[config.mk]
export PLATFORM = sky130hd
export DESIGN_NAME = oss_cmp
export DESIGN_NICKNAME = d
export VERILOG_FILES = /design/src/design/oss_pkg.sv /design/src/design/oss_cmp.sv
export SDC_FILE = /design/constraint.sdc
export NUM_CORES = 1
export LEC_CHECK = 0
export ABC_AREA = 1
export CAP_MARGIN = 20
export CELL_PAD_IN_SITES_DETAIL_PLACEMENT = 1
export CELL_PAD_IN_SITES_GLOBAL_PLACEMENT = 2
export CORE_MARGIN = 3
export CORE_UTILIZATION = 34
export DETAILED_ROUTE_END_ITERATION = 8
export DONT_BUFFER_PORTS = 1
export PLACE_DENSITY = 0.91
export SETUP_SLACK_MARGIN = 0.2
export SYNTH_ARGS = -nofsm -noshare
export SYNTH_HDL_FRONTEND = slang
export SYNTH_SLANG_ARGS = --single-unit
[constraint.sdc]
create_clock -name vclk -period 3.65
set_input_delay 0.1825 -clock vclk [all_inputs]
set_output_delay 0.1825 -clock vclk [all_outputs]
set_load 0.01 [all_outputs]
[src/design/oss_pkg.sv]
package oss_pkg;

  localparam int SW = 64;
  localparam int EW = 32;
  localparam int RW = 7;

  localparam logic [2:0] OP_INSERT = 3'd0;
  localparam logic [2:0] OP_DELETE = 3'd1;
  localparam logic [2:0] OP_MOVE   = 3'd2;
  localparam logic [2:0] OP_GET    = 3'd3;
  localparam logic [2:0] OP_REMOVE = 3'd4;
  localparam logic [2:0] OP_READ   = 3'd5;

  localparam logic [1:0] ST_OK       = 2'd0;
  localparam logic [1:0] ST_NOTFOUND = 2'd1;
  localparam logic [1:0] ST_FULL     = 2'd2;
  localparam logic [1:0] ST_EMPTY    = 2'd3;

  typedef enum logic [3:0] {
    S_IDLE,
    S_SCAN_RD,
    S_SCAN_EV,
    S_SHUP_RD,
    S_SHUP_WR,
    S_INS_WR,
    S_SHDN_RD,
    S_SHDN_WR,
    S_RNG_RD,
    S_RNG_EM,
    S_EMIT1
  } state_t;

  typedef struct packed {
    logic less;
    logic equal;
  } cmp_res_t;

endpackage

[src/design/oss_cmp.sv]
module oss_cmp import oss_pkg::*; (
  input  logic signed [SW-1:0] a_score,
  input  logic [EW-1:0]        a_elem,
  input  logic signed [SW-1:0] b_score,
  input  logic [EW-1:0]        b_elem,
  output cmp_res_t             res
);

  always_comb begin
    res.equal = (a_score == b_score) && (a_elem == b_elem);
    res.less  = (a_score < b_score) || ((a_score == b_score) && (a_elem < b_elem));
  end

endmodule

==> results.py <==
metrics = {
    "route": {
        "drt_first_iter_violations": 15,
        "routed-via-count": 2622,
        "ant_nets": 0,
        "routed_via_density": 4.97,
        "drt_first_pass_iters": 4,
        "wl_microns": 7130,
        "number_of_drc_violations_after_detailed_routing": 0,
        "detail_route.wl_per_cell_microns": 13.5,
    },
    "layout": {
        "fillerInstances": 1030,
        "diodes": 0,
        "post_route_cells_drive_above_1_share_pct": 3.26,
        "clock_buffer_count": 0,
        "register_area_sq_um": 0,
        "seq_cells": 0,
        "final_design_area_no_fill_sq_um": 2790,
        "final_net_count": 719,
        "layout.cells.non_filler": 528,
        "syn2layout_area_growth_pct": 4.65,
    },
    "timing": {
        "timing.setup.tns_ps": 0,
        "maxClockFrequency_ghz": 0.570,
        "maxSlewHeadroom_pct": 79.0,
        "setup_ws_ps": 1900,
        "finalHoldViolations": 0,
        "rsz0062_at_grt": "no",
        "finalSetupViolCount": 0,
        "timing_worst_slew_pin_value_ps": 311,
        "maxSlewViolCount": 0,
        "final_period_minus_worst_setup_slack_ps": 1750,
        "layout_worst_path_cycle_share_pct": 48.1,
    },
    "global_routing": {
        "globalRouteTotalUtil_pct": 14.7,
        "grt-ovfl-total": 0,
        "grt_busiest_layer": "met2",
        "use_met2_pct": 31.4,
        "antenna_found_initial": 0,
        "first_global_vias": 2747,
        "global_route.usage.met1_pct": 14.7,
        "grt_max_degree": 5,
        "global_route_wire_length_before_repair_microns": 11000,
        "use_met3_pct": 3.43,
    },
    "setup_path": {
        "cp_data_required_time_ps": 3470,
        "critPathArrivalTime_ps": 1570,
        "worstSetupStartpointType": "input pin",
        "path_max_fanout": 3,
        "path_class": "in2out",
        "critical_path.endpoint_type": "output pin",
    },
    "floorplan": {
        "die_ht_microns": 94.5,
        "starting_density_of_the_core_pct": 35.9,
        "io_pins": 194,
        "core_area_sq_um": 7410,
        "floorplan.die_area_sq_um": 8920,
        "die-width_microns": 94.5,
        "rows": 31,
    },
    "worst_hold_path": {
        "hold_path_class": "in2out",
    },
    "synthesis": {
        "netlist_instances": 429,
        "average_footprint_of_a_synthesized_cell_sq_um": 6.20,
        "yosysWarningCount": 0,
        "distinct_cell_type_count_of_the_synthesized_netlist": 27,
        "synth_fp_nets": 717,
        "mappedNetlistArea_sq_um": 2660,
        "sequential_cell_area_fraction_in_the_yosys_report_pct": 0,
    },
    "placed_design": {
        "place_worst_setup_slack_ps": 1830,
        "place.detailed.hpwl_microns": 7080,
        "port_buffers": 0,
        "post_dp_cell_area_sq_um": 2790,
        "post-place-cells": 528,
        "gp_congestion": 0.777,
    },
    "power_and_ir_drop": {
        "vdd_drop_max_v": 0.0000356,
        "p_leak_uw": 0.00180,
        "pwr_density_cell_nw_per_um2": 93.8,
        "pwr_total_uw": 261,
    },
    "job": {
        "cap_viol_max_count": 0,
    },
    "clock_tree": {
        "post_cts_resize_count": 0,
        "hold_buffers_post_cts": 0,
        "postCtsSetupBuffers": 0,
    },
    "run_status": {
        "status": "complete, no violations",
    },
}
==> layout make-up <==
cell class                      instances  area (sq um)  area share (%)
Multi-Input combinational cell        314          2230            80.1
Tap cell                               99           124            4.45
Inverter                              115           432            15.5
==> Yosys cell counts (all sizes together) (2+ instances only) <==
master | n | share of area (%)
nor3 | 3 | 0.94
nand4 | 5 | 1.2
o21ai | 8 | 1.5
a21oi | 41 | 7.9
o21a | 3 | 0.85
inv | 115 | 16
nand3 | 14 | 3.0
nor2 | 34 | 5.9
nand3b | 2 | 0.56
ha | 96 | 45
a21o | 4 | 1.1
nand2 | 98 | 14
==> final timing paths <==
kind                  endpoint  slack [ps]  cells after the start         from
worst max-delay path    res[1]        1900                     12  b_score[31]
worst min-delay path    res[1]         780                      4  a_score[63]
==> where the power goes <==
part	total, uW	switching, uW	internal [uW]
combinational	261	147	114
sequential	0	0	0
clock	0	0	0
total	261	147	114
==> routing by layer <==
layer | vias up | share of wire [%]
met5 | - | 0
met4 | 0 | 0.56
met3 | 4 | 8.3
met2 | 112 | 53
met1 | 1140 | 38
li1 | 1366 | -
==> critical path, cell delays in order <==
cell and delay [ps]:
sky130_fd_sc_hd__inv_1 20, sky130_fd_sc_hd__ha_1 280, sky130_fd_sc_hd__nand2_1 80, sky130_fd_sc_hd__nor2_2 130, sky130_fd_sc_hd__nand2_1 110, sky130_fd_sc_hd__inv_1 90, sky130_fd_sc_hd__nand4_1 90, sky130_fd_sc_hd__nor2_1 100
sky130_fd_sc_hd__nand2_1 70, sky130_fd_sc_hd__nor2_1 140, sky130_fd_sc_hd__nand3_1 130, sky130_fd_sc_hd__nand3_1 160
==> kinds of logic (layout without fill, tap and decap cells) <==
| kind of cell | Yosys count | count (layout) | share of synthesized area, % |
|---|---|---|---|
| AO/OA/AOI/OAI | 58 | 58 | 11.9 |
| adder cells (fa/ha/maj) | 96 | 96 | 45.1 |
| buffers and inverters | 115 | 115 | 16.2 |
| AND/OR/NAND/NOR | 160 | 160 | 26.8 |
==> cell usage in the layout, fill, tap and decap left out <==
master,instances
sky130_fd_sc_hd__and2_4,1
sky130_fd_sc_hd__nand4_1,5
sky130_fd_sc_hd__nand2_1,95
sky130_fd_sc_hd__and3_1,1
sky130_fd_sc_hd__a21oi_2,1
sky130_fd_sc_hd__o21ai_1,1
sky130_fd_sc_hd__o21ai_0,7
sky130_fd_sc_hd__a21o_1,4
sky130_fd_sc_hd__o21a_1,3
sky130_fd_sc_hd__nor2_4,1
sky130_fd_sc_hd__a21oi_1,40
sky130_fd_sc_hd__nor4_1,1
sky130_fd_sc_hd__nor3_1,1
sky130_fd_sc_hd__o211ai_1,1
sky130_fd_sc_hd__nor3_2,2
sky130_fd_sc_hd__inv_1,114
sky130_fd_sc_hd__nand2_2,3
sky130_fd_sc_hd__inv_2,1
sky130_fd_sc_hd__nand3_2,2
sky130_fd_sc_hd__nor3b_1,1
sky130_fd_sc_hd__nand3b_1,2
sky130_fd_sc_hd__o21bai_1,1
sky130_fd_sc_hd__nor2_2,2
sky130_fd_sc_hd__nor2_8,1
sky130_fd_sc_hd__nor2_1,30
sky130_fd_sc_hd__nand3_1,12
sky130_fd_sc_hd__ha_1,96
==> per-stage QoR <==
stage	hold slack (ps)	utilization, %
3_5_place_dp	791	37.6
4_1_cts	792	37.6
2_1_floorplan	733	-
5_1_grt	802	37.6
3_3_place_gp	792	37.6
6_report	778	37.6
(Power assumes the default switching activity.)
